<file path="src/ccdrr_pkg.sv">
// Shared types, constants and fixed channel tables of the CCD pixel reorder block.
`default_nettype none

package ccdrr_pkg;

  // Fixed geometry of the readout chip
  localparam int CHANNELS      = 192;
  localparam int COLS_PER_HALF = 96;
  localparam int CH_W          = 8;
  localparam int MAP_W         = 7;
  localparam int ROW_W         = 9;
  localparam int ROWS_CFG_W    = 10;
  localparam int STALE_W       = 4;
  localparam int SKIP_W        = 12;
  localparam int ADDR_W        = 20;
  localparam int VALUE_W       = 16;
  // x index width, sized for the widest frame (16 subcolumns: 1536 columns)
  localparam int XDEX_W        = 11;
  localparam int CFG_IDX_W     = 1;
  localparam int CFG_DATA_W    = 10;

  // Parameter defaults
  localparam int SUBCOLUMNS_DEF = 10;
  localparam int MAX_ROWS_DEF   = 512;

  // Register reset values
  localparam logic [ROWS_CFG_W-1:0] ROWS_RST  = 10'd480;
  localparam logic [STALE_W-1:0]    STALE_RST = 4'd7;

  // Register indexes on the configuration port
  localparam logic [CFG_IDX_W-1:0] CFG_ROWS_PER_HALF = 1'b0;
  localparam logic [CFG_IDX_W-1:0] CFG_STALE_CONV    = 1'b1;

  // Channel group layout used to build the tables
  localparam int GROUP_MOD = 193;

  typedef struct packed {
    logic [7:0] byte_in;
    logic       frame_start;
  } in_item_t;

  typedef struct packed {
    logic [ADDR_W-1:0]  pixel_address;
    logic [VALUE_W-1:0] pixel_value;
    logic               frame_last;
  } out_item_t;

  // One tagged sample between the counter stage and the address stage
  typedef struct packed {
    logic [ADDR_W-1:0]  row_term;
    logic [XDEX_W-1:0]  col_term;
    logic [VALUE_W-1:0] value;
    logic               last;
  } tag_t;

  typedef logic [CHANNELS-1:0][MAP_W-1:0] chmap_t;
  typedef logic [CHANNELS-1:0]            halfsel_t;

  // Channel to column-group map; channels not covered stay at 0
  function automatic chmap_t build_chan_map();
    chmap_t m;
    int     g;
    int     k;
    int     base;
    int     col;
    m = '0;
    for (g = 0; g < 3; g++) begin
      base = (g == 0) ? 129 : ((g == 1) ? 66 : 3);
      for (k = 0; k < 16; k++) begin
        col = (base + 16 * k) % GROUP_MOD;
        if (col + 12 < CHANNELS) begin
          m[col]      = MAP_W'(16 * (2 - g) + k);
          m[col + 4]  = MAP_W'(16 * (5 - g) + k);
          m[col + 8]  = MAP_W'(16 * (2 - g) + k);
          m[col + 12] = MAP_W'(16 * (5 - g) + k);
        end
      end
    end
    return m;
  endfunction

  // Top (0) or bottom (1) half for each channel
  function automatic halfsel_t build_half_sel();
    halfsel_t h;
    int       g;
    int       k;
    int       base;
    int       col;
    h = '0;
    for (g = 0; g < 3; g++) begin
      base = (g == 0) ? 129 : ((g == 1) ? 66 : 3);
      for (k = 0; k < 16; k++) begin
        col = (base + 16 * k) % GROUP_MOD;
        if (col + 12 < CHANNELS) begin
          h[col]      = 1'b0;
          h[col + 4]  = 1'b0;
          h[col + 8]  = 1'b1;
          h[col + 12] = 1'b1;
        end
      end
    end
    return h;
  endfunction

  localparam chmap_t   CHAN_MAP = build_chan_map();
  localparam halfsel_t HALF_SEL = build_half_sel();

endpackage

`default_nettype wire

</file>
<file path="src/ccdrr_tagger.sv">
// Byte pairing, stale-sample skip, channel/subcolumn/row counters and first pipe register.
`default_nettype none

module ccdrr_tagger #(
  parameter int SUBCOLUMNS = ccdrr_pkg::SUBCOLUMNS_DEF,
  parameter int MAX_ROWS   = ccdrr_pkg::MAX_ROWS_DEF
) (
  input  wire logic                                clk,
  input  wire logic                                rst_n,
  input  wire logic                                in_valid,
  output logic                                     in_stall,
  input  wire ccdrr_pkg::in_item_t                 in_data,
  input  wire logic [ccdrr_pkg::ROWS_CFG_W-1:0]    rows_per_half,
  input  wire logic [ccdrr_pkg::STALE_W-1:0]       stale_conversions,
  output logic                                     tag_valid,
  output ccdrr_pkg::tag_t                          tag,
  input  wire logic                                tag_stall
);
  import ccdrr_pkg::*;

  localparam int SUB_W = (SUBCOLUMNS > 1) ? $clog2(SUBCOLUMNS) : 1;
  localparam logic [XDEX_W-1:0]     WIDTH_C = XDEX_W'(COLS_PER_HALF * SUBCOLUMNS);
  localparam logic [XDEX_W-1:0]     SUBS_C  = XDEX_W'(SUBCOLUMNS);
  localparam logic [SUB_W-1:0]      SUB_LAST = SUB_W'(SUBCOLUMNS - 1);
  localparam logic [CH_W-1:0]       CH_LAST  = CH_W'(CHANNELS - 1);
  localparam logic [ROWS_CFG_W-1:0] ROWS_MAX = ROWS_CFG_W'(MAX_ROWS);

  logic               phase_r, phase_nxt;
  logic [7:0]         held_r, held_nxt;
  logic [SKIP_W-1:0]  skip_r, skip_nxt;
  logic [CH_W-1:0]    ch_r, ch_nxt;
  logic [SUB_W-1:0]   sub_r, sub_nxt;
  logic [ROW_W-1:0]   row_r, row_nxt;
  logic               tag_valid_r, tag_valid_nxt;
  tag_t               tag_r, tag_nxt;

  logic               accept;
  logic               phase_e;
  logic [7:0]         held_e;
  logic [SKIP_W-1:0]  skip_e;
  logic [CH_W-1:0]    ch_e;
  logic [SUB_W-1:0]   sub_e;
  logic [ROW_W-1:0]   row_e;
  logic [SKIP_W-1:0]  skip_lim;
  logic [ROWS_CFG_W-1:0] rows_eff;
  logic [MAP_W-1:0]   map_val;
  logic               half;
  logic [XDEX_W-1:0]  xdex;
  logic               last;

  // First stage holds while its sample waits for the address stage
  assign in_stall  = tag_valid_r && tag_stall;
  assign accept    = in_valid && !in_stall;
  assign tag_valid = tag_valid_r;
  assign tag       = tag_r;

  // Counters as seen by this byte: frame_start clears them first
  assign phase_e = in_data.frame_start ? 1'b0 : phase_r;
  assign held_e  = in_data.frame_start ? '0 : held_r;
  assign skip_e  = in_data.frame_start ? '0 : skip_r;
  assign ch_e    = in_data.frame_start ? '0 : ch_r;
  assign sub_e   = in_data.frame_start ? '0 : sub_r;
  assign row_e   = in_data.frame_start ? '0 : row_r;

  // Stale sample limit and clamped row count
  assign skip_lim = SKIP_W'(stale_conversions) * SKIP_W'(CHANNELS);

  always_comb begin
    rows_eff = rows_per_half;
    if (rows_eff == '0) begin
      rows_eff = ROWS_CFG_W'(1);
    end
    if (rows_eff > ROWS_MAX) begin
      rows_eff = ROWS_MAX;
    end
  end

  // Table lookups and column index within the half
  assign map_val = CHAN_MAP[ch_e];
  assign half    = HALF_SEL[ch_e];
  assign xdex    = XDEX_W'(map_val) * SUBS_C + (SUBS_C - XDEX_W'(1)) - XDEX_W'(sub_e);

  assign last = (ch_e == CH_LAST) && (sub_e == SUB_LAST) &&
                ({1'b0, row_e} >= (rows_eff - ROWS_CFG_W'(1)));

  // Next state for one accepted transaction
  always_comb begin
    phase_nxt     = phase_r;
    held_nxt      = held_r;
    skip_nxt      = skip_r;
    ch_nxt        = ch_r;
    sub_nxt       = sub_r;
    row_nxt       = row_r;
    tag_valid_nxt = tag_stall ? tag_valid_r : 1'b0;
    tag_nxt       = tag_r;
    if (accept) begin
      held_nxt = held_e;
      skip_nxt = skip_e;
      ch_nxt   = ch_e;
      sub_nxt  = sub_e;
      row_nxt  = row_e;
      if (!phase_e) begin
        phase_nxt = 1'b1;
        held_nxt  = in_data.byte_in;
      end else begin
        phase_nxt = 1'b0;
        if (skip_e < skip_lim) begin
          skip_nxt = skip_e + SKIP_W'(1);
        end else begin
          tag_valid_nxt = 1'b1;
          tag_nxt.value = {held_e, in_data.byte_in};
          tag_nxt.last  = last;
          tag_nxt.col_term = half ? (WIDTH_C - xdex - XDEX_W'(1)) : xdex;
          tag_nxt.row_term = half ?
              ((ADDR_W'(rows_eff) << 1) - ADDR_W'(row_e) - ADDR_W'(1)) :
              ADDR_W'(row_e);
          if (last) begin
            held_nxt = '0;
            skip_nxt = '0;
            ch_nxt   = '0;
            sub_nxt  = '0;
            row_nxt  = '0;
          end else if (ch_e != CH_LAST) begin
            ch_nxt = ch_e + CH_W'(1);
          end else begin
            ch_nxt = '0;
            if (sub_e != SUB_LAST) begin
              sub_nxt = sub_e + SUB_W'(1);
            end else begin
              sub_nxt = '0;
              row_nxt = row_e + ROW_W'(1);
            end
          end
        end
      end
    end
  end

  // Control state
  always_ff @(posedge clk) begin
    if (!rst_n) begin
      phase_r     <= 1'b0;
      held_r      <= '0;
      skip_r      <= '0;
      ch_r        <= '0;
      sub_r       <= '0;
      row_r       <= '0;
      tag_valid_r <= 1'b0;
    end else begin
      phase_r     <= phase_nxt;
      held_r      <= held_nxt;
      skip_r      <= skip_nxt;
      ch_r        <= ch_nxt;
      sub_r       <= sub_nxt;
      row_r       <= row_nxt;
      tag_valid_r <= tag_valid_nxt;
    end
  end

  // Sample payload
  always_ff @(posedge clk) begin
    tag_r <= tag_nxt;
  end

endmodule

`default_nettype wire

</file>
<file path="src/ccdrr_addr.sv">
// Frame-store address stage and output register of the CCD pixel reorder block.
`default_nettype none

module ccdrr_addr #(
  parameter int SUBCOLUMNS = ccdrr_pkg::SUBCOLUMNS_DEF
) (
  input  wire logic                 clk,
  input  wire logic                 rst_n,
  input  wire logic                 tag_valid,
  input  wire ccdrr_pkg::tag_t      tag,
  output logic                      tag_stall,
  output logic                      out_valid,
  input  wire logic                 out_stall,
  output ccdrr_pkg::out_item_t      out_data
);
  import ccdrr_pkg::*;

  localparam logic [ADDR_W-1:0] WIDTH_A = ADDR_W'(COLS_PER_HALF * SUBCOLUMNS);

  logic      out_valid_r, out_valid_nxt;
  out_item_t out_data_r, out_data_nxt;
  logic      load;

  // Output register frees when empty or being taken
  assign tag_stall = out_valid_r && out_stall;
  assign load      = !tag_stall;
  assign out_valid = out_valid_r;
  assign out_data  = out_data_r;

  // Row base times frame width plus column, modulo the address width
  always_comb begin
    out_valid_nxt = out_valid_r;
    out_data_nxt  = out_data_r;
    if (load) begin
      out_valid_nxt = tag_valid;
      out_data_nxt.pixel_address = WIDTH_A * tag.row_term + ADDR_W'(tag.col_term);
      out_data_nxt.pixel_value   = tag.value;
      out_data_nxt.frame_last    = tag.last;
    end
  end

  always_ff @(posedge clk) begin
    if (!rst_n) begin
      out_valid_r <= 1'b0;
    end else begin
      out_valid_r <= out_valid_nxt;
    end
  end

  always_ff @(posedge clk) begin
    out_data_r <= out_data_nxt;
  end

endmodule

`default_nettype wire

</file>
<file path="src/ccd_readout_pixel_reorder_core.sv">
// A low byte that completes a kept sample shows its pixel after the tag register, then the output register.
// Throughput: one byte per cycle while in_stall is low; every second byte can yield one pixel.
// The rate is set by the two-stage path: counter stage, then address multiply stage.
// Reset (rst_n low, synchronous) clears byte phase, counters and valid flags;
// rows_per_half returns to 480 and stale_conversions to 7.
`default_nettype none

module ccd_readout_pixel_reorder_core #(
  parameter int SUBCOLUMNS = ccdrr_pkg::SUBCOLUMNS_DEF,
  parameter int MAX_ROWS   = ccdrr_pkg::MAX_ROWS_DEF
) (
  input  wire logic                                clk,
  input  wire logic                                rst_n,
  input  wire logic                                in_valid,
  output logic                                     in_stall,
  input  wire ccdrr_pkg::in_item_t                 in_data,
  output logic                                     out_valid,
  input  wire logic                                out_stall,
  output ccdrr_pkg::out_item_t                     out_data,
  input  wire logic                                cfg_valid,
  output logic                                     cfg_ready,
  input  wire logic [ccdrr_pkg::CFG_IDX_W-1:0]     cfg_index,
  input  wire logic [ccdrr_pkg::CFG_DATA_W-1:0]    cfg_data
);
  import ccdrr_pkg::*;

  logic [ROWS_CFG_W-1:0] rows_r, rows_nxt;
  logic [STALE_W-1:0]    stale_r, stale_nxt;
  logic                  tag_valid;
  tag_t                  tag;
  logic                  tag_stall;

  // Configuration registers, always ready
  assign cfg_ready = 1'b1;

  always_comb begin
    rows_nxt  = rows_r;
    stale_nxt = stale_r;
    if (cfg_valid) begin
      case (cfg_index)
        CFG_ROWS_PER_HALF: rows_nxt  = cfg_data[ROWS_CFG_W-1:0];
        CFG_STALE_CONV:    stale_nxt = cfg_data[STALE_W-1:0];
        default: ;
      endcase
    end
  end

  always_ff @(posedge clk) begin
    if (!rst_n) begin
      rows_r  <= ROWS_RST;
      stale_r <= STALE_RST;
    end else begin
      rows_r  <= rows_nxt;
      stale_r <= stale_nxt;
    end
  end

  // Sample tagging
  ccdrr_tagger #(
    .SUBCOLUMNS (SUBCOLUMNS),
    .MAX_ROWS   (MAX_ROWS)
  ) u_tagger (
    .clk               (clk),
    .rst_n             (rst_n),
    .in_valid          (in_valid),
    .in_stall          (in_stall),
    .in_data           (in_data),
    .rows_per_half     (rows_r),
    .stale_conversions (stale_r),
    .tag_valid         (tag_valid),
    .tag               (tag),
    .tag_stall         (tag_stall)
  );

  // Address generation and output register
  ccdrr_addr #(
    .SUBCOLUMNS (SUBCOLUMNS)
  ) u_addr (
    .clk       (clk),
    .rst_n     (rst_n),
    .tag_valid (tag_valid),
    .tag       (tag),
    .tag_stall (tag_stall),
    .out_valid (out_valid),
    .out_stall (out_stall),
    .out_data  (out_data)
  );

endmodule

`default_nettype wire

</file>
<file path="config.mk">
export PLATFORM = sky130hd
export DESIGN_NAME = ccd_readout_pixel_reorder_core
export DESIGN_NICKNAME = d
export VERILOG_FILES = /design/src/ccdrr_pkg.sv /design/src/ccdrr_tagger.sv /design/src/ccdrr_addr.sv /design/src/ccd_readout_pixel_reorder_core.sv
export SDC_FILE = /design/constraint.sdc
export NUM_CORES = 1
export LEC_CHECK = 0
export ABC_AREA = 1
export BUFFER_PORTS_ARGS = -buffer_cell sky130_fd_sc_hd__buf_2
export CORE_MARGIN = 2
export CORE_UTILIZATION = 40
export CTS_CLUSTER_DIAMETER = 100
export DETAILED_ROUTE_END_ITERATION = 16
export GPL_TIMING_DRIVEN = 0
export SLEW_MARGIN = 20
export SYNTH_ARGS = -nofsm -noshare
export SYNTH_HDL_FRONTEND = slang
export SYNTH_SLANG_ARGS = --single-unit
</file>
<file path="constraint.sdc">
create_clock -name clk -period 4.35 [get_ports clk]
set_input_delay 0.435 -clock clk [delete_from_list [all_inputs] [get_ports clk]]
set_output_delay 0.435 -clock clk [all_outputs]
set_load 0.02 [all_outputs]
</file>
==> impl_metrics.toml <==
[outcome]
outcome = "finished clean"

[global_routing]
grt_overflow = 0
grt_pass1_vias = 8063
grt_pass1_wl_um = 38480
grt_util_all_layers = 0.1803
antenna_found_initial = 0
grt_max_degree = 35

[finish]
drive_above_1_share = 0.1326
register_area_sq_mm = 0.003535
multi_input_area_sq_mm = 0.005700
postLayoutCoreUtil = 0.4648
fin_nets = 1519
diodes = 0
syn_to_final_growth_pct = 14.81
stdcell_area_sq_mm = 0.01160
layout.cells.non_filler = 1733
nFillCells = 2497

[clocking]
cts.htree.levels = 4
numCtsBuffers = 17
clockBufferDepth = 2
cts_tree = "yes"
clock_latency_ps = 430
clock-sinks = 137
cts-root-buf = "clkbuf_16"
clkTransAtPathRegs_ps = 70

[critical_path]
crit_path_top_delay_cell = "dfxtp_2"
crit_path_end_kind = "register"
crit_type = "reg -> reg"
ff2ff_path_depth = 24
critical-path-top-delay-family = "adder cells"
required_ps = 4520
crit_arrival_ps = 4250
cp_cell_sequence = "inv_2, nor2_4, inv_1, ha_1, inv_2, o211ai_1, o21ai_1, xor2_1, ha_1, ha_1, a21oi_1, nand2_1, or2_2, nand2_1, ha_2, nand2_2, inv_1, nand4_1, o211ai_1, xor2_1, inv_1, nand3_1, nand2_1, xor2_1"
cp_num_cells = 24
start_kind = "register"
slowest_delay_ps = 360
cp_max_fo = 5
worst-path-buf-inv = 5

[logic_synthesis]
synth.largest_area_cell = "edfxtp_1"
ys_seq_area_frac = 0.3496
synthArstFlopShare = 0
synthesis.nets = 1433
ys_ff_latch = 137
synth_top_flop_cell = "edfxtp_1"
yosys-top-cells-count = "nand2_1 (269), inv_1 (188), nor2_1 (114), a21oi_1 (99), nand3_1 (99)"
syn-cell-area_sq_mm = 0.01011
yosysWarnings = 0
synth_cell_types = 46
syn_inst = 1304
synth_edf_count = 79
ys_top_cells_by_area = "edfxtp_1 (23%), dfxtp_1 (11%), nand2_1 (10%)"
synth_top_area_share = 0.2347
syn_area_per_cell_sq_um = 7.751
synth_most_common_cell = "nand2_1"

[sta]
setup_slack_ps = 266.5
fmax_mhz = 244.9
whs_ps = 190.1
slew_headroom = 0.5452
hold_violations = 0
worst_pin_slew_ps = 682.2
skew_ps = 15.40
period_needed_ps = 4084
period_share = 0.9387
slew_violations = 0
setup_viol = 0
final.setup.tns_ps = 0

[detailed_routing]
wl_um = 22780
drc = 0
dr_total_vias = 8586
via_per_inst = 4.954
dr.pass1.iters = 6
dr.first_iter.drc_count = 424
wl_per_cell_um = 13.14
final_antenna_net_count = 0

[pwr]
power_density_mw_per_mm2 = 352.4
peakVddDrop_v = 0.0001867
p_switching_mw = 1.354
seqPwrFrac = 0.358
combinationalPowerShare = 0.265
finalPower_mw = 4.090
intPower_mw = 2.736
p_clk_frac = 0.377
leakage_nw = 5.394
switching_share = 0.3310

[place]
placed_cell_area_sq_mm = 0.01090
dp_slack_ps = -448.4
gp_congestion = 0.8728
dp_hpwl_um = 17580
port_buffers = 61
dp.cells = 1697

[hold_path]
holdPathStages = 1
hold_path.class = "in -> reg"

[floorplan]
ios = 65
start_util = 0.4049
die_y_um = 163.0
core_sq_mm = 0.02496
dieArea_sq_mm = 0.02656
fp-row-count = 58
fp.dieW_um = 163.0

[flow_run]
cap_violations = 0
logic make-up after synthesis:
group / after synthesis / synth area share
xor+xnor: 50 / 0.04407
fa+ha+maj: 104 / 0.1481
other cells: 1 / 0.0003710
simple gates: 565 / 0.2518
flops: 137 / 0.3496
buf+inv: 234 / 0.09433
compound gates: 213 / 0.1118
sequential cells by signal (all words and copies together), names as in the netlist:
signal / count
rows_r: 10
stale_r: 4
u_addr.out_data: 37
u_addr.out_valid: 1
u_tagger.ch_r: 8
u_tagger.held_r: 8
u_tagger.phase_r: 1
u_tagger.row_r: 9
u_tagger.skip_r: 12
u_tagger.sub_r: 4
u_tagger.tag: 42
u_tagger.tag_valid: 1
routing by layer:
| metal | track usage | wire length [um] | vias up |
|---|---|---|---|
| li1 | - | - | 4468 |
| met1 | 0.2465 | 11240 | 3907 |
| met2 | 0.2920 | 10290 | 179 |
| met3 | 0.03209 | 891 | 32 |
| met4 | 0.05350 | 354 | 0 |
| met5 | 0 | 0 | - |
timing repair:
action                                  CTS  global route
pin swaps                                 1             9
setup buffers                             0             5
hold buffers                              0             0
gates resized for setup                   3            17
endpoints found under the setup margin    4             4
area by class of cell:
cell class,instances,area share
inverter,201,0.06631
multi-input combinational,933,0.4913
tap,330,0.03558
sequential,137,0.3046
timing repair buffer,68,0.03300
clock buffer,17,0.03666
clock inverter,15,0.01693
buffer,32,0.01564
cells in the final DEF (no fill, tap or decap), types with 19 or more instances in the layout:
| cell | Yosys | layout |
|---|---|---|
| nor2_1 | 114 | 110 |
| ha_1 | 78 | 75 |
| clkbuf_1 | 19 | 19 |
| nand2_1 | 269 | 267 |
| inv_1 | 188 | 183 |
| dfxtp_1 | 58 | 57 |
| nand3_1 | 99 | 99 |
| nand4_1 | 22 | 22 |
| buf_2 | 6 | 65 |
| fa_1 | 26 | 25 |
| a21oi_1 | 99 | 95 |
| o21ai_0 | 78 | 76 |
| xor2_1 | 30 | 30 |
| edfxtp_1 | 79 | 79 |
power groups by stage:
stage	logic (mW)	clock network [mW]	registers, mW
6_report	1.08	1.54	1.47
5_1_grt	1.23	1.63	1.47
4_1_cts	1.02	1.57	1.46
3_5_place_dp	1.01	0	1.49
3_3_place_gp	0.991	0	1.49
2_1_floorplan	0.773	0	1.51
path summary, 6_finish.rpt:
check / from / to / slack, ps
setup reg to reg: u_tagger.ch_r[0] / u_tagger.tag[26] / 270
hold / removal: in_data[8] / u_tagger.tag[8] / 190
setup / recovery: u_tagger.ch_r[0] / u_tagger.tag[26] / 270
hold reg to reg: u_tagger.tag[4] / u_addr.out_data[4] / 410
(Power assumes the default switching activity.)
